File: src/ecbd_pkg.sv
`default_nettype none
// ----------------------------------------------------------------------------
// ecbd_pkg: shared types and codes of the expansion card bus decoder
// transfer payloads, access opcodes, store targets, flash requests, io ports
// ----------------------------------------------------------------------------
package ecbd_pkg;

  localparam int EXPANDED_BYTES_DEF = 327680;
  localparam int FONT_BYTES_DEF     = 4096;

  localparam int ADDR_W      = 19;
  localparam int ROM_PTR_W   = 16;
  localparam int BOOT_PTR_W  = 15;
  localparam int FONT_PTR_W  = 12;

  // access opcodes
  localparam logic [1:0] OP_IO_READ   = 2'd0;
  localparam logic [1:0] OP_IO_WRITE  = 2'd1;
  localparam logic [1:0] OP_MEM_WRITE = 2'd2;

  // store targets
  localparam logic [3:0] TGT_NONE     = 4'd0;
  localparam logic [3:0] TGT_KANJI    = 4'd1;
  localparam logic [3:0] TGT_DICT     = 4'd2;
  localparam logic [3:0] TGT_BOOT     = 4'd3;
  localparam logic [3:0] TGT_EXPANDED = 4'd4;
  localparam logic [3:0] TGT_FONT     = 4'd5;
  localparam logic [3:0] TGT_TEXT     = 4'd6;
  localparam logic [3:0] TGT_PLANE1   = 4'd7;
  localparam logic [3:0] TGT_PLANE2   = 4'd8;

  // flash requests
  localparam logic [2:0] FL_NONE          = 3'd0;
  localparam logic [2:0] FL_BOOT_LOAD     = 3'd1;
  localparam logic [2:0] FL_BOOT_SAVE     = 3'd2;
  localparam logic [2:0] FL_EXPANDED_LOAD = 3'd3;
  localparam logic [2:0] FL_EXPANDED_SAVE = 3'd4;

  // io ports (low byte of the bus address)
  localparam logic [7:0] PORT_ROM_LO      = 8'hB8;
  localparam logic [7:0] PORT_ROM_HI      = 8'hB9;
  localparam logic [7:0] PORT_ROM_SEL     = 8'hBA;
  localparam logic [7:0] PORT_ROM_INC     = 8'hBB;
  localparam logic [7:0] PORT_BOOT_HI     = 8'hF8;
  localparam logic [7:0] PORT_BOOT_DATA   = 8'hF9;
  localparam logic [7:0] PORT_FL_BOOT_LD  = 8'h8A;
  localparam logic [7:0] PORT_FL_BOOT_SV  = 8'h8B;
  localparam logic [7:0] PORT_FL_EXP_LD   = 8'h8C;
  localparam logic [7:0] PORT_FL_EXP_SV   = 8'h8D;
  localparam logic [7:0] PORT_EXP_LO      = 8'hA4;
  localparam logic [7:0] PORT_EXP_MID     = 8'hA5;
  localparam logic [7:0] PORT_EXP_HI      = 8'hA6;
  localparam logic [7:0] PORT_EXP_DATA    = 8'hA7;
  localparam logic [7:0] PORT_FONT_CLR    = 8'h70;
  localparam logic [7:0] PORT_FONT_DATA   = 8'h71;
  localparam logic [7:0] PORT_FONT_SET    = 8'h72;
  localparam logic [7:0] PORT_VIDEO_CTL   = 8'hE8;
  localparam logic [7:0] PORT_PLANE_CTL   = 8'hF4;

  // memory window bounds
  localparam logic [15:0] LOW_TEXT_BASE  = 16'h5000;
  localparam logic [15:0] LOW_GFX_BASE   = 16'h6000;
  localparam logic [15:0] LOW_GFX_END    = 16'h8000;
  localparam logic [15:0] HIGH_TEXT_BASE = 16'hD000;
  localparam logic [15:0] HIGH_GFX_BASE  = 16'hE000;

  localparam logic [1:0] PLANE_SEL_1 = 2'd1;
  localparam logic [1:0] PLANE_SEL_2 = 2'd2;

  typedef struct packed {
    logic [1:0]  opcode;
    logic [15:0] bus_address;
    logic [7:0]  bus_data;
  } req_t;

  typedef struct packed {
    logic              responds;
    logic [3:0]        target;
    logic [ADDR_W-1:0] store_address;
    logic              is_write;
    logic [7:0]        write_data;
    logic              reverse_bits;
    logic [2:0]        flash_request;
    logic [5:0]        flash_page;
    logic              wide_text_mode;
    logic              graphics_shown;
    logic [2:0]        plane_show_mask;
  } rsp_t;

endpackage
`default_nettype wire

File: src/expansion_card_bus_decoder.sv
`default_nettype none
// ----------------------------------------------------------------------------
// expansion_card_bus_decoder: host bus access decoder of an expansion card
// keeps the store pointers and display modes, emits one result, at most one store access, per
// host transfer
// ----------------------------------------------------------------------------
// Each host access (io read, io write or memory write) accepted on req gives
// exactly one result on rsp: the store to touch and the byte address inside
// it, a write strobe with data, a bit-reverse flag for ROM reads, any flash
// page load or save request, and the display modes as they stand after the
// access. The block takes one access every clock while the result is not
// stalled. An accepted access sits in the input register; the single pass of
// pointer update logic behind it loads the result register, which also
// writes the pointers back so the next access sees them, and the result
// transfers from the result register. A stalled result holds the input
// register, and req_ready stays low until the result transfers.
// The expanded memory pointer is folded into range by constant compares before
// use; the font pointer is kept below FONT_BYTES at all times.
module expansion_card_bus_decoder #(
  parameter int EXPANDED_BYTES = ecbd_pkg::EXPANDED_BYTES_DEF,
  parameter int FONT_BYTES     = ecbd_pkg::FONT_BYTES_DEF
) (
  input  wire logic          clk,
  input  wire logic          rst,
  input  wire logic          req_valid,
  output logic               req_ready,
  input  wire ecbd_pkg::req_t req,
  output logic               rsp_valid,
  input  wire logic          rsp_ready,
  output ecbd_pkg::rsp_t     rsp
);

  localparam int AW = ecbd_pkg::ADDR_W;
  localparam int FW = ecbd_pkg::FONT_PTR_W;
  // largest multiplier of the expanded size that a pointer can reach
  localparam int EXP_MAX_Q = ((2 ** AW) - 1) / EXPANDED_BYTES;

  // input register
  logic           s1_valid;
  ecbd_pkg::req_t s1;
  logic           advance;

  // pointer and mode state
  logic [ecbd_pkg::ROM_PTR_W-1:0]  rom_pointer, rom_pointer_next;
  logic                            rom_select_kanji, rom_select_kanji_next;
  logic [ecbd_pkg::BOOT_PTR_W-1:0] boot_pointer, boot_pointer_next;
  logic [AW-1:0]                   expanded_pointer, expanded_pointer_next;
  logic [FW-1:0]                   font_pointer, font_pointer_next;
  logic                            video_write_enable, video_write_enable_next;
  logic                            window_low_map, window_low_map_next;
  logic                            wide_text, wide_text_next;
  logic                            graphics_on, graphics_on_next;
  logic [1:0]                      write_plane, write_plane_next;
  logic [2:0]                      plane_mask, plane_mask_next;

  ecbd_pkg::rsp_t result;

  logic [7:0]    port;
  logic [AW:0]   exp_sub;
  logic [AW-1:0] exp_take;
  logic [FW:0]   font_inc;
  logic [16:0]   rom_offset;
  logic          text_hit, gfx_hit;

  // the result register frees up when empty or when its transfer completes
  assign advance   = s1_valid && (!rsp_valid || rsp_ready);
  assign req_ready = !s1_valid || advance;

  always_ff @(posedge clk) begin
    if (rst) begin
      s1_valid <= 1'b0;
    end else if (req_ready) begin
      s1_valid <= req_valid;
    end
    if (req_ready && req_valid) begin
      s1 <= req;
    end
  end

  assign port = s1.bus_address[7:0];

  // expanded pointer folded into range: subtract the largest multiple reached
  always_comb begin
    exp_sub = '0;
    for (int j = 1; j <= 7; j++) begin
      if (j <= EXP_MAX_Q && {1'b0, expanded_pointer} >= (AW+1)'(j * EXPANDED_BYTES)) begin
        exp_sub = (AW+1)'(j * EXPANDED_BYTES);
      end
    end
    exp_take = AW'({1'b0, expanded_pointer} - exp_sub);
  end

  // font pointer is always below FONT_BYTES, so a wrap is one compare
  assign font_inc   = {1'b0, font_pointer} + (FW+1)'(1);
  assign rom_offset = {rom_pointer, port[0]};

  // memory window decode
  always_comb begin
    if (window_low_map) begin
      text_hit = s1.bus_address >= ecbd_pkg::LOW_TEXT_BASE &&
                 s1.bus_address <  ecbd_pkg::LOW_GFX_BASE;
      gfx_hit  = s1.bus_address >= ecbd_pkg::LOW_GFX_BASE &&
                 s1.bus_address <  ecbd_pkg::LOW_GFX_END;
    end else begin
      text_hit = s1.bus_address >= ecbd_pkg::HIGH_TEXT_BASE &&
                 s1.bus_address <  ecbd_pkg::HIGH_GFX_BASE;
      gfx_hit  = s1.bus_address >= ecbd_pkg::HIGH_GFX_BASE;
    end
  end

  // single pass: result and next state of the access in the input register
  always_comb begin
    rom_pointer_next        = rom_pointer;
    rom_select_kanji_next   = rom_select_kanji;
    boot_pointer_next       = boot_pointer;
    expanded_pointer_next   = expanded_pointer;
    font_pointer_next       = font_pointer;
    video_write_enable_next = video_write_enable;
    window_low_map_next     = window_low_map;
    wide_text_next          = wide_text;
    graphics_on_next        = graphics_on;
    write_plane_next        = write_plane;
    plane_mask_next         = plane_mask;

    result               = '0;
    result.target        = ecbd_pkg::TGT_NONE;
    result.flash_request = ecbd_pkg::FL_NONE;

    unique case (s1.opcode)
      ecbd_pkg::OP_IO_READ: begin
        unique case (port)
          ecbd_pkg::PORT_ROM_LO, ecbd_pkg::PORT_ROM_HI,
          ecbd_pkg::PORT_ROM_SEL, ecbd_pkg::PORT_ROM_INC: begin
            result.responds = 1'b1;
            if (rom_select_kanji) begin
              result.target        = ecbd_pkg::TGT_KANJI;
              result.store_address = AW'(rom_offset);
            end else begin
              result.target        = ecbd_pkg::TGT_DICT;
              result.store_address = AW'(rom_offset[13:0]);
            end
            // upper pair of ports returns the byte bit-reversed
            result.reverse_bits = port[1];
            if (port[0]) begin
              rom_pointer_next = rom_pointer + 16'd1;
            end
          end
          ecbd_pkg::PORT_BOOT_DATA: begin
            result.responds      = 1'b1;
            result.target        = ecbd_pkg::TGT_BOOT;
            result.store_address = AW'(boot_pointer);
          end
          ecbd_pkg::PORT_EXP_DATA: begin
            result.responds       = 1'b1;
            result.target         = ecbd_pkg::TGT_EXPANDED;
            result.store_address  = exp_take;
            expanded_pointer_next = exp_take + AW'(1);
          end
          default: begin
          end
        endcase
      end

      ecbd_pkg::OP_IO_WRITE: begin
        unique case (port)
          ecbd_pkg::PORT_ROM_LO:  rom_pointer_next = {rom_pointer[15:8], s1.bus_data};
          ecbd_pkg::PORT_ROM_HI:  rom_pointer_next = {s1.bus_data, rom_pointer[7:0]};
          ecbd_pkg::PORT_ROM_SEL: rom_select_kanji_next = s1.bus_data[0];
          ecbd_pkg::PORT_ROM_INC: rom_pointer_next = rom_pointer + 16'd1;
          ecbd_pkg::PORT_BOOT_HI: begin
            boot_pointer_next = {s1.bus_data[6:0], boot_pointer[7:0]};
          end
          ecbd_pkg::PORT_BOOT_DATA: begin
            boot_pointer_next = {boot_pointer[14:8], s1.bus_data};
          end
          ecbd_pkg::PORT_FL_BOOT_LD: begin
            result.flash_request = ecbd_pkg::FL_BOOT_LOAD;
            result.flash_page    = s1.bus_data[5:0];
          end
          ecbd_pkg::PORT_FL_BOOT_SV: begin
            result.flash_request = ecbd_pkg::FL_BOOT_SAVE;
            result.flash_page    = s1.bus_data[5:0];
          end
          ecbd_pkg::PORT_FL_EXP_LD: begin
            result.flash_request = ecbd_pkg::FL_EXPANDED_LOAD;
            result.flash_page    = {1'b0, s1.bus_data[4:0]};
          end
          ecbd_pkg::PORT_FL_EXP_SV: begin
            result.flash_request = ecbd_pkg::FL_EXPANDED_SAVE;
            result.flash_page    = {1'b0, s1.bus_data[4:0]};
          end
          ecbd_pkg::PORT_EXP_LO: begin
            expanded_pointer_next = {expanded_pointer[18:8], s1.bus_data};
          end
          ecbd_pkg::PORT_EXP_MID: begin
            expanded_pointer_next = {expanded_pointer[18:16], s1.bus_data,
                                     expanded_pointer[7:0]};
          end
          ecbd_pkg::PORT_EXP_HI: begin
            expanded_pointer_next = {s1.bus_data[2:0], expanded_pointer[15:0]};
          end
          ecbd_pkg::PORT_EXP_DATA: begin
            result.target         = ecbd_pkg::TGT_EXPANDED;
            result.store_address  = exp_take;
            result.is_write       = 1'b1;
            result.write_data     = s1.bus_data;
            expanded_pointer_next = exp_take + AW'(1);
          end
          ecbd_pkg::PORT_FONT_CLR: font_pointer_next = '0;
          ecbd_pkg::PORT_FONT_DATA: begin
            result.target        = ecbd_pkg::TGT_FONT;
            result.store_address = AW'(font_pointer);
            result.is_write      = 1'b1;
            result.write_data    = s1.bus_data;
            if (font_inc == (FW+1)'(FONT_BYTES)) begin
              font_pointer_next = '0;
            end else begin
              font_pointer_next = FW'(font_inc);
            end
          end
          // eight bytes per glyph, always below the smallest font size
          ecbd_pkg::PORT_FONT_SET: font_pointer_next = FW'({s1.bus_data, 3'b000});
          ecbd_pkg::PORT_VIDEO_CTL: begin
            video_write_enable_next = s1.bus_data[7];
            window_low_map_next     = s1.bus_data[6];
            wide_text_next          = s1.bus_data[5];
          end
          ecbd_pkg::PORT_PLANE_CTL: begin
            plane_mask_next  = {1'b0, s1.bus_data[2:1]};
            write_plane_next = {1'b0, s1.bus_data[0]} + 2'd1;
            graphics_on_next = |s1.bus_data[7:1];
          end
          default: begin
          end
        endcase
      end

      ecbd_pkg::OP_MEM_WRITE: begin
        if (video_write_enable) begin
          if (text_hit) begin
            result.target        = ecbd_pkg::TGT_TEXT;
            result.store_address = AW'(s1.bus_address[11:0]);
            result.is_write      = 1'b1;
            result.write_data    = s1.bus_data;
          end else if (gfx_hit) begin
            // other plane selections swallow the write
            if (write_plane == ecbd_pkg::PLANE_SEL_1) begin
              result.target        = ecbd_pkg::TGT_PLANE1;
              result.store_address = AW'(s1.bus_address[12:0]);
              result.is_write      = 1'b1;
              result.write_data    = s1.bus_data;
            end else if (write_plane == ecbd_pkg::PLANE_SEL_2) begin
              result.target        = ecbd_pkg::TGT_PLANE2;
              result.store_address = AW'(s1.bus_address[12:0]);
              result.is_write      = 1'b1;
              result.write_data    = s1.bus_data;
            end
          end
        end
      end

      default: begin
      end
    endcase

    // display modes reflect the state after this access
    result.wide_text_mode  = wide_text_next;
    result.graphics_shown  = graphics_on_next;
    result.plane_show_mask = plane_mask_next;
  end

  // state and result register
  always_ff @(posedge clk) begin
    if (rst) begin
      rom_pointer        <= '0;
      rom_select_kanji   <= 1'b0;
      boot_pointer       <= '0;
      expanded_pointer   <= '0;
      font_pointer       <= '0;
      video_write_enable <= 1'b0;
      window_low_map     <= 1'b0;
      wide_text          <= 1'b0;
      graphics_on        <= 1'b0;
      write_plane        <= 2'd0;
      plane_mask         <= 3'd7;
      rsp_valid          <= 1'b0;
    end else begin
      if (advance) begin
        rom_pointer        <= rom_pointer_next;
        rom_select_kanji   <= rom_select_kanji_next;
        boot_pointer       <= boot_pointer_next;
        expanded_pointer   <= expanded_pointer_next;
        font_pointer       <= font_pointer_next;
        video_write_enable <= video_write_enable_next;
        window_low_map     <= window_low_map_next;
        wide_text          <= wide_text_next;
        graphics_on        <= graphics_on_next;
        write_plane        <= write_plane_next;
        plane_mask         <= plane_mask_next;
        rsp_valid          <= 1'b1;
      end else if (rsp_ready) begin
        rsp_valid <= 1'b0;
      end
    end
  end

  always_ff @(posedge clk) begin
    if (advance) begin
      rsp <= result;
    end
  end

  // font pointer never leaves the font RAM
  a_font_in_range: assert property (@(posedge clk) disable iff (rst)
    {1'b0, font_pointer} < (FW+1)'(FONT_BYTES))
    else $error("font pointer beyond font RAM");

  // expanded accesses always land inside the expanded memory
  a_exp_in_range: assert property (@(posedge clk) disable iff (rst)
    rsp_valid && rsp.target == ecbd_pkg::TGT_EXPANDED |->
      {1'b0, rsp.store_address} < (AW+1)'(EXPANDED_BYTES))
    else $error("expanded address out of range");

  // an answered io read never carries a write strobe
  a_read_no_write: assert property (@(posedge clk) disable iff (rst)
    rsp_valid && rsp.responds |-> !rsp.is_write)
    else $error("io read answered with a write strobe");

  // a stalled result register must not be overwritten by the pipeline
  a_no_overrun: assert property (@(posedge clk) disable iff (rst)
    rsp_valid && !rsp_ready |=> rsp_valid && rsp == $past(rsp))
    else $error("pending result lost");

endmodule
`default_nettype wire
File: config.mk
export PLATFORM = sky130hd
export DESIGN_NAME = expansion_card_bus_decoder
export DESIGN_NICKNAME = d
export VERILOG_FILES = /design/src/ecbd_pkg.sv /design/src/expansion_card_bus_decoder.sv
export SDC_FILE = /design/constraint.sdc
export NUM_CORES = 1
export LEC_CHECK = 0
export BUFFER_PORTS_ARGS = -buffer_cell sky130_fd_sc_hd__clkbuf_2
export CORE_ASPECT_RATIO = 0.75
export CORE_MARGIN = 3
export CORE_UTILIZATION = 59
export CTS_CLUSTER_DIAMETER = 50
export DETAILED_ROUTE_END_ITERATION = 6
export GPL_ROUTABILITY_DRIVEN = 0
export PLACE_DENSITY = 0.9
export SETUP_SLACK_MARGIN = 0.15
export SYNTH_ARGS = -nofsm -noshare
export SYNTH_HDL_FRONTEND = slang
export SYNTH_SLANG_ARGS = --single-unit
File: constraint.sdc
create_clock -name clk -period 3.88 [get_ports clk]
set_input_delay 0.194 -clock clk [delete_from_list [all_inputs] [get_ports clk]]
set_output_delay 0.194 -clock clk [all_outputs]
set_load 0.01 [all_outputs]
# Word level (Yosys, flattened, before mapping)
# Index checks and enable logic that the tools add are counted.
[op_classes]
n_addsub = 5
n_reduce_logical = 27
n_lt_le_gt_ge = 8
n_mux = 32
bitwise = 2
n_eq_ne = 37
[op_table]
columns = ["operator", "count"]
rows = [
  ["32-bit 2-to-1 mux", 5],
  ["8-bit == test (second input constant)", 16],
  ["19-bit case mux with 4 select lines", 1],
  ["24-bit case mux with 3 select lines", 1],
  ["23-bit case mux with 3 select lines", 1],
  ["31-bit case mux with 2 select lines", 1],
  ["16-bit case mux with 3 select lines", 1],
  ["19-bit 2-to-1 mux", 2],
  ["19-bit case mux with 2 select lines", 1],
  ["12-bit case mux with 3 select lines", 1],
  ["9-bit case mux with 4 select lines", 1],
  ["16-bit by 15-bit >= comparator with 1-bit output (second input constant)", 2],
  ["16-bit >= comparator (second input constant)", 2],
  ["16-bit < comparator (second input constant)", 2],
  ["16-bit 2-to-1 mux", 2],
  ["16-bit case mux with 2 select lines", 1],
  ["15-bit case mux with 2 select lines", 1],
  ["6-bit AND reduction", 5],
  ["8-bit by 7-bit == test with 1-bit output (second input constant)", 3],
  ["21-bit 2-to-1 mux", 1],
  ["19-bit by 1-bit adder with 19-bit output (second input constant)", 1],
  ["19-bit >= comparator (second input constant)", 1],
  ["19-bit subtractor", 1],
  ["9-bit case mux with 2 select lines", 1],
  ["25 further kinds", 57],
]
[totals]
register_bits = 148
output_inout_bits = 50
wordCells = 142
in_bits = 30

# Logic depth before layout (Yosys ltp)
# Gate-level depths: netlist of run 1.
[logic_depth]
ltp_word = 7
ltp_mapped = 9

# Worst setup path before layout of run 1
# Ideal clock, no wire load.
[synth_timing]
path_type = "register -> register"
start = "reg rsp_valid"
end = "reg rom_pointer[5] (netlist bit)"
slack_ns = 0.972
arrival_time_ns = 2.776
path_stages_with_launch = 8
required_ns = 3.748
period_less_slack_ns = 2.908
cell_sequence = "dfxtp_1 > nand2b_1 > nand2_1 > buf_2 > clkinv_1 > nand3_1 > or2_0 > o32ai_1"
[synth_between]
elab_chain_len = 4
[synth_lines]
columns = ["item", "line_no", "rtl"]
rows = [
  ["from (decl)", "expansion_card_bus_decoder.sv:28", "output logic rsp_valid,"],
  ["from (signal assigned)", "expansion_card_bus_decoder.sv:286", "rsp_valid <= 1'b0;"],
  ["from (signal assigned)", "expansion_card_bus_decoder.sv:300", "rsp_valid <= 1'b1;"],
  ["from (signal assigned)", "expansion_card_bus_decoder.sv:302", "rsp_valid <= 1'b0;"],
  ["1-bit zero test", "expansion_card_bus_decoder.sv:66", "assign advance = s1_valid && (!rsp_valid || rsp_ready);"],
  ["1-bit logical OR", "expansion_card_bus_decoder.sv:66", ""],
  ["1-bit logical AND", "expansion_card_bus_decoder.sv:66", ""],
  ["via advance", "expansion_card_bus_decoder.sv:41", "logic advance;"],
  ["6-bit AND reduction (no source line)", "--", ""],
  ["to (signal assigned)", "expansion_card_bus_decoder.sv:289", "rom_pointer <= rom_pointer_next;"],
  ["to (decl)", "expansion_card_bus_decoder.sv:44", "logic [ecbd_pkg::ROM_PTR_W-1:0] rom_pointer, rom_pointer_next;"],
]
# The timed path passes the listed nets, and every way through them passes these cells.
# A chain may end at the register's enable or synchronous reset.

==> results of run 1 <==
[per-stage QoR]
| stage | instance area (µm²) | hold slack (ns) |
|---|---|---|
| floorplan | 7620 | 0.293 |
| global placement | 8050 | 0.371 |
| detailed placement | 8050 | 0.373 |
| CTS | 8900 | 0.0875 |
| global route | 8900 | 0.140 |
| finish | 8900 | 0.103 |
[worst paths after layout]
| kind | startpoint | end | slack [ns] | depth (start not counted) |
|---|---|---|---|---|
| worst min register to register | boot_pointer[6] | boot_pointer[6] | 0.45 | 2 |
| worst min-delay path | rsp_ready | rsp_valid | 0.10 | 4 |
| worst max register to register | port[2] | rsp[34] | 0.79 | 5 |
| worst max-delay path | port[2] | rsp[34] | 0.79 | 5 |
[sequential cells by signal, summed over array words and instances (netlist names), 2 cells and up]
name              flops
boot_pointer         15
expanded_pointer     19
font_pointer         12
plane_mask            3
port                  8
rom_pointer          16
rsp                  48
s1                   18
write_plane           2
[routing by layer]
metal	vias up	part of all wire, %	global-route usage [%]
li1	3228	-	-
met1	3413	37	46.6
met2	720	42	48.8
met3	154	17	15.1
met4	0	4.6	11.2
met5	-	0	0
[area by class of cell]
type	instances	area, µm²	area share, %
clock buffer	17	425	4.78
clock inverter	15	153	1.71
inverter	17	63.8	0.717
multi-input combinational	600	3640	40.9
sequential	148	3700	41.6
tap	166	208	2.33
timing repair buffer	112	711	7.98
[cells by family (layout without fill, tap and decap cells)]
family                   Yosys count  after routing
AND/OR/NAND/NOR                  339            339
AO/OA/AOI/OAI                    229            229
flip-flops                       148            148
buffers and inverters             65            161
multiplexers                      14             14
adder cells (fa/ha/maj)           13             13
XOR/XNOR                           5              5
[cell usage after synthesis (all sizes together) (6+ instances only)]
master | count | area (µm²)
nand2 | 90 | 345
dfxtp | 74 | 1480
edfxtp | 74 | 2220
a21oi | 66 | 330
nor2 | 61 | 231
o21ai | 53 | 265
clkbuf | 34 | 128
nand3 | 33 | 165
and2 | 28 | 175
a22oi | 25 | 188
a31oi | 23 | 144
nor3 | 17 | 90.1
inv | 16 | 60.1
nand4 | 15 | 93.8
nor4 | 15 | 124
buf | 14 | 90.1
ha | 13 | 163
o32ai | 13 | 114
nor2b | 11 | 68.8
or3 | 11 | 73.8
mux2i | 10 | 100
nand2b | 10 | 62.6
and3 | 9 | 56.3
and4 | 9 | 78.8
nor4b | 8 | 76.3
a211oi | 7 | 52.6
o21a | 7 | 52.6
or4 | 6 | 45.0
[worst reg2reg max path: stages, from the launching register on]
cell,delay [ns]
sky130_fd_sc_hd__edfxtp_1,0.59
sky130_fd_sc_hd__nand4b_2,0.41
sky130_fd_sc_hd__nor3_1,0.80
sky130_fd_sc_hd__and2_1,0.55
sky130_fd_sc_hd__a22oi_1,0.26
sky130_fd_sc_hd__a31oi_1,0.30
[where the power goes]
| part | switching (µW) | internal [µW] |
|---|---|---|
| sequential | 45.8 | 1680 |
| combinational | 134 | 74.2 |
| clock | 683 | 950 |
[repair_timing]
item                                    CTS  global route
endpoints found under the setup margin    0             0
hold endpoints to repair                 27             0
hold buffers                             27             0
setup buffers                             0             0
[placed cells by master (no fill, tap or decap), drive strengths merged, types with 6 or more instances in the layout]
master       count
clkbuf          96
nand2           90
dfxtp           74
edfxtp          74
a21oi           66
nor2            61
o21ai           53
nand3           33
and2            28
dlygate4sd3     27
a22oi           25
a31oi           23
inv             22
nor3            17
nand4           15
nor4            15
o32ai           13
ha              13
nor2b           11
or3             11
nand2b          10
mux2i           10
and3             9
and4             9
nor4b            8
a211oi           7
o21a             7
or4              6
buf              6
==> metrics.yaml, run 1 <==
result_of_the_run: "finished, violations left"
failed_checks: "design-rule violations"
min_period_ns: 3.09
final_critical_path_setup_slack_ns: 0.788
clk-insertion-delay-late_ns: 0.42
num-fill-cells: 882
synth_simple_gate_area_share_pct: 24.2
synthesis.yosys.warnings: 0
flow.area_growth_from_synthesis_pct: 16.8
dp_slack_ns: 1.05
via_density: 6.99
synth_top_family_by_area: "simple AND/OR/NAND/NOR gates"
htree_levels: 4
drv.max_cap_violation_count: 0
hold_viol_final: 0
share_of_synthesized_cell_area_in_full_adder_half_adder_and_majority_cells_pct: 2.13
syn-cell-area_um2: 7620
worstPathMaxFanout: 14
total_leakage_power_uw: 0.00292
total_design_power_uw: 3570
tns_ns: 0
cts_made_buffers: 17
final_cell_count_no_fill: 1075
required_ns: 4.10
gr-usage-all-layers_pct: 34.2
worst_path_largest_cell_delay_ns: 0.80
clockBufferDepth: 2
postRouteAntennaNets: 0
hold_path.class: "primary input to register"
grt_pass1_wl_um: 37900
endpoint_kind_of_the_worst_setup_timing_path: "register"
initial_core_util_pct: 61.3
hpwl_um: 16300
timing.slew.headroom_pct: 16.1
nets: 939
tritoncts_clock_tree: "built"
critical_path.startpoint_type: "register"
clkSinkCount: 148
worstPathArrival_ns: 3.31
finalSetupViolations: 0
numPortBuffers: 79
dieArea_um2: 14300
post-place-cells: 1016
grt_max_degree: 47
yosysSeqAreaShare_pct: 48.6
yosysUniqueCellTypes: 69
synth_nets: 856
timing_worst_setup_path_type: "register to register"
path_cells: "nand4b_2 > nor3_1 > and2_1 > a22oi_1 > a31oi_1"
synth_mux_area_share_pct: 1.90
dominantRegCellSynth: "sky130_fd_sc_hd__edfxtp_1"
critical_path.n_buffers_inverters: 0
post-route-period-util_pct: 79.7
final_worst_clock_skew_ns: 0.0118
report.final.slew_viol_count: 0
route.final.wire_length_um: 24400
postcts_resize_cnt: 0
yosys_register_bits: 148
fp.coreArea_um2: 12400
row_count: 35
fmaxAchievable_ghz: 0.323
ios: 80
diodes: 0
number_of_flops_mapped_to_enable_cells_by_yosys: 74
p_per_area_nw_per_um2: 401
critical-path-top-delay-family: "simple AND/OR/NAND/NOR gates"
chipHeight_um: 104
post_synthesis_async_set_or_reset_flop_share_pct: 0
synth-compound-area-share_pct: 19.0
die_width_um: 137
worst-slew-pin-transition_ns: 1.26
synthesis.instances: 813
critical_path.slowest_cell: "sky130_fd_sc_hd__nor3_1"
grt_antenna_before_repair: 0
final_layout_size_suffix_gt1_share_pct: 14.5
final_core_utilization_pct: 71.6
vias_in_the_first_global_route: 6816
rsz0062_at_grt: "no"
drt_iter0_drc: 1633
grt_overflow: 0
vdd.ir_drop.worst_v: 0.000375
drtPass1Iterations: 7
synthXorXnorAreaFrac_pct: 0.574
avgSynthCellArea_um2: 9.38
wire_per_inst_um: 22.7
cts_root_buf: "sky130_fd_sc_hd__clkbuf_16"
remaining_drc_errors: 25
clk_pin_slew_worst_paths_ns: 0.06
number_of_vias_after_detailed_routing: 7515
Note: power is estimated with default switching activity, not from simulation.
==> run 2, diff against run 1 <==
- ABC_AREA: unset -> 1
- CORE_UTILIZATION: 59 -> 54
- PLACE_DENSITY: 0.9 -> 0.87
- clock period: 3.88 -> 2.6 ns (I/O delays scaled with it)
==> metrics.yaml, run 2 <==
result_of_the_run: "finished, violations left"
failed_checks: "design-rule violations, negative hold slack"
fin_area_um2: 9670
min_period_ns: 2.37
synthesis.instances: 1127
worst_path_largest_cell_delay_ns: 0.44
number_of_vias_after_detailed_routing: 8557
clk_pin_slew_worst_paths_ns: 0.07
hold_path.class: "primary input to register"
yosysSeqAreaShare_pct: 45.3
ios: 80
clockBufferDepth: 2
final_worst_clock_skew_ns: 0.0118
reg.largest.list: "rsp x48, expanded_pointer x19, s1 x18"
p_sw_share_pct: 26.2
clkSinkCount: 148
timing.slew.headroom_pct: 53.4
yosys.area.top_type_share_pct: 27.2
post-place-cells: 1389
synthesis.yosys.warnings: 0
total_leakage_power_uw: 0.00415
via_density: 5.91
numPortBuffers: 79
finalSetupViolations: 0
endpoint_kind_of_the_worst_setup_timing_path: "register"
flow.area_growth_from_synthesis_pct: 18.3
grt_overflow: 0
required_ns: 2.84
postRouteAntennaNets: 0
most_frequent_standard_cell_in_the_layout_excluding_fill_and_tap_cells: "sky130_fd_sc_hd__nand2_1"
synth_nets: 1170
worst-slew-pin-transition_ns: 0.696
yosysUniqueCellTypes: 35
grt_max_degree: 36
dieArea_um2: 16700
crit_start: "s1[24]"
number_of_flops_mapped_to_enable_cells_by_yosys: 74
critical_path.slowest_cell: "sky130_fd_sc_hd__edfxtp_1"
chipHeight_um: 113
tritoncts_clock_tree: "built"
timing_worst_setup_path_type: "register to register"
netlist_top_cells_area: "sky130_fd_sc_hd__edfxtp_1 (27%), sky130_fd_sc_hd__dfxtp_1 (18%), sky130_fd_sc_hd__nand2_1 (12%)"
wire_per_inst_um: 18.0
htree_levels: 4
place_area_um2: 8780
drtPass1Iterations: 7
syn-cell-area_um2: 8170
gr-usage-all-layers_pct: 31.3
critPathCapture: "rsp[32]"
row_count: 38
clk-insertion-delay-late_ns: 0.44
route.final.wire_length_um: 26000
die_width_um: 148
critical_path.reg2reg.endpoint: "rsp[32]"
final_layout_size_suffix_gt1_share_pct: 12.7
holdPathStages: 4
p_seq_share_pct: 46.9
post_cts.repair.setup_buffers: 0
r2r_start: "s1[24]"
final.hold.worst_slack_ns: -0.00129
worstPathArrival_ns: 2.61
yosys.area.top_type: "sky130_fd_sc_hd__edfxtp_1"
timing.reg2reg.worst_path_depth: 10
initial_core_util_pct: 55.8
clock_network_power_share_pct: 45.8
vdd.ir_drop.worst_v: 0.000489
vias_in_the_first_global_route: 7930
rsz0062_at_grt: "no"
grt_pass1_wl_um: 40900
grt_antenna_before_repair: 1
cts_root_buf: "sky130_fd_sc_hd__clkbuf_16"
internal_power_uw: 4080
path_cells: "inv_1 > ha_1 > nand2_1 > inv_1 > nand4_1 > nand2_2 > nand2_1 > nand2_1 > inv_1 > a21oi_1"
remaining_drc_errors: 11
final_cell_count_no_fill: 1448
dominantRegCellSynth: "sky130_fd_sc_hd__edfxtp_1"
yosys_register_bits: 148
power.net_switching_uw: 1450
timing.reg2reg.setup_slack_ns: 0.23
synthTopCellsByCount: "sky130_fd_sc_hd__nand2_1 (270), sky130_fd_sc_hd__nor2_1 (172), sky130_fd_sc_hd__inv_1 (143)"
most_frequent_cell_after_synthesis: "sky130_fd_sc_hd__nand2_1"
critical_path.startpoint_type: "register"
worstPathMaxFanout: 12
largest_register_ff_count: 48
max_flop_register: "rsp"
drt_iter0_drc: 1527
fmaxAchievable_ghz: 0.422
hold_viol_final: 1
multi_input_area_um2: 3740
post-route-period-util_pct: 91.2
post_synthesis_async_set_or_reset_flop_share_pct: 0
hpwl_um: 18400
ff_latch_area_um2: 3700
diodes: 0
cts_made_buffers: 17
p_per_area_nw_per_um2: 571
fp.coreArea_um2: 14600
nets: 1278
tns_ns: 0
comb_power_share_pct: 7.3
drv.max_cap_violation_count: 0
avgSynthCellArea_um2: 7.25
report.final.slew_viol_count: 0
most_frequent_cells_in_the_layout: "sky130_fd_sc_hd__nand2_1 (267), sky130_fd_sc_hd__nor2_1 (172), sky130_fd_sc_hd__inv_1 (142)"
num-fill-cells: 1186
run 2: cell types whose count changed after synthesis, sizes merged, moves of 21 or more:
cell   change
nand2    +190
a22oi     -25
a31oi     -21
a21oi     +27
nand3     +27
and2      -28
inv      +132
nor2     +117
o21ai     +37
run 2: stage by stage:
| stage | utilization, % | setup WS, ns | total power (µW) |
|---|---|---|---|
| after global routing | 66.0 | 0.162 | 5650 |
| after CTS | 66.0 | 0.252 | 5490 |
| after detailed placement | 60.0 | 0.288 | 2990 |
| after floorplan | - | 0.421 | 2830 |
| final | 66.0 | 0.229 | 5520 |
| after global placement | 60.0 | 0.296 | 2980 |
run 2: routing by layer:
metal / global-route usage, % / vias to the layer above / wire (µm)
met5: 0 / - / 33
met4: 13.6 / 2 / 1200
met3: 10.7 / 139 / 4090
met2: 46.1 / 712 / 10600
met1: 42.2 / 3820 / 10100
li1: - / 3884 / -
run 2: timing repair:
action / in CTS / in global routing
setup endpoints to repair: 0 / 21
hold endpoints to repair: 27 / 0
hold buffers: 27 / 0
gates resized for setup: 0 / 4
run 2: power by group through the flow:
stage	combinational, µW	clock, µW	sequential [µW]
after global placement	343	0	2630
after global routing	433	2620	2590
final	403	2530	2590
after floorplan	208	0	2620
after detailed placement	350	0	2640
after CTS	384	2520	2580
run 2: cell families after synthesis:
family          Yosys count  synth area share [%]
xor+xnor                 16                  1.71
compound gates          211                  13.9
fa+ha+maj                13                  1.99
simple gates            555                  28.1
buf+inv                 184                  9.00
flops                   148                  45.3
run 2: worst min path at each step:
stage	start	end	slack [ns]
floorplan	req[8]	port[0]	0.23
global placement	req[2]	s1[2]	0.31
detailed placement	req[19]	s1[19]	0.31
CTS	rsp_ready	rsp_valid	0.005
global route	rsp_ready	rsp_valid	0.05
finish	rsp_ready	rsp_valid	-0.001
run 2: cell type report:
class / count / share of cell area [%]
clock buffers: 18 / 4.66
clock inverters: 14 / 1.62
inverters: 149 / 5.85
multi-input cells: 795 / 38.7
flip-flops and latches: 148 / 38.3
well taps: 200 / 2.59
repair buffers: 124 / 8.28
run 2: critical path: cells and delay by family, from the launching register on:
family | cells | cell delay, ns
adder cells (fa/ha/maj) | 1 | 0.20
flip-flops | 1 | 0.44
AO/OA/AOI/OAI | 1 | 0.24
AND/OR/NAND/NOR | 5 | 1.01
buffers and inverters | 3 | 0.30
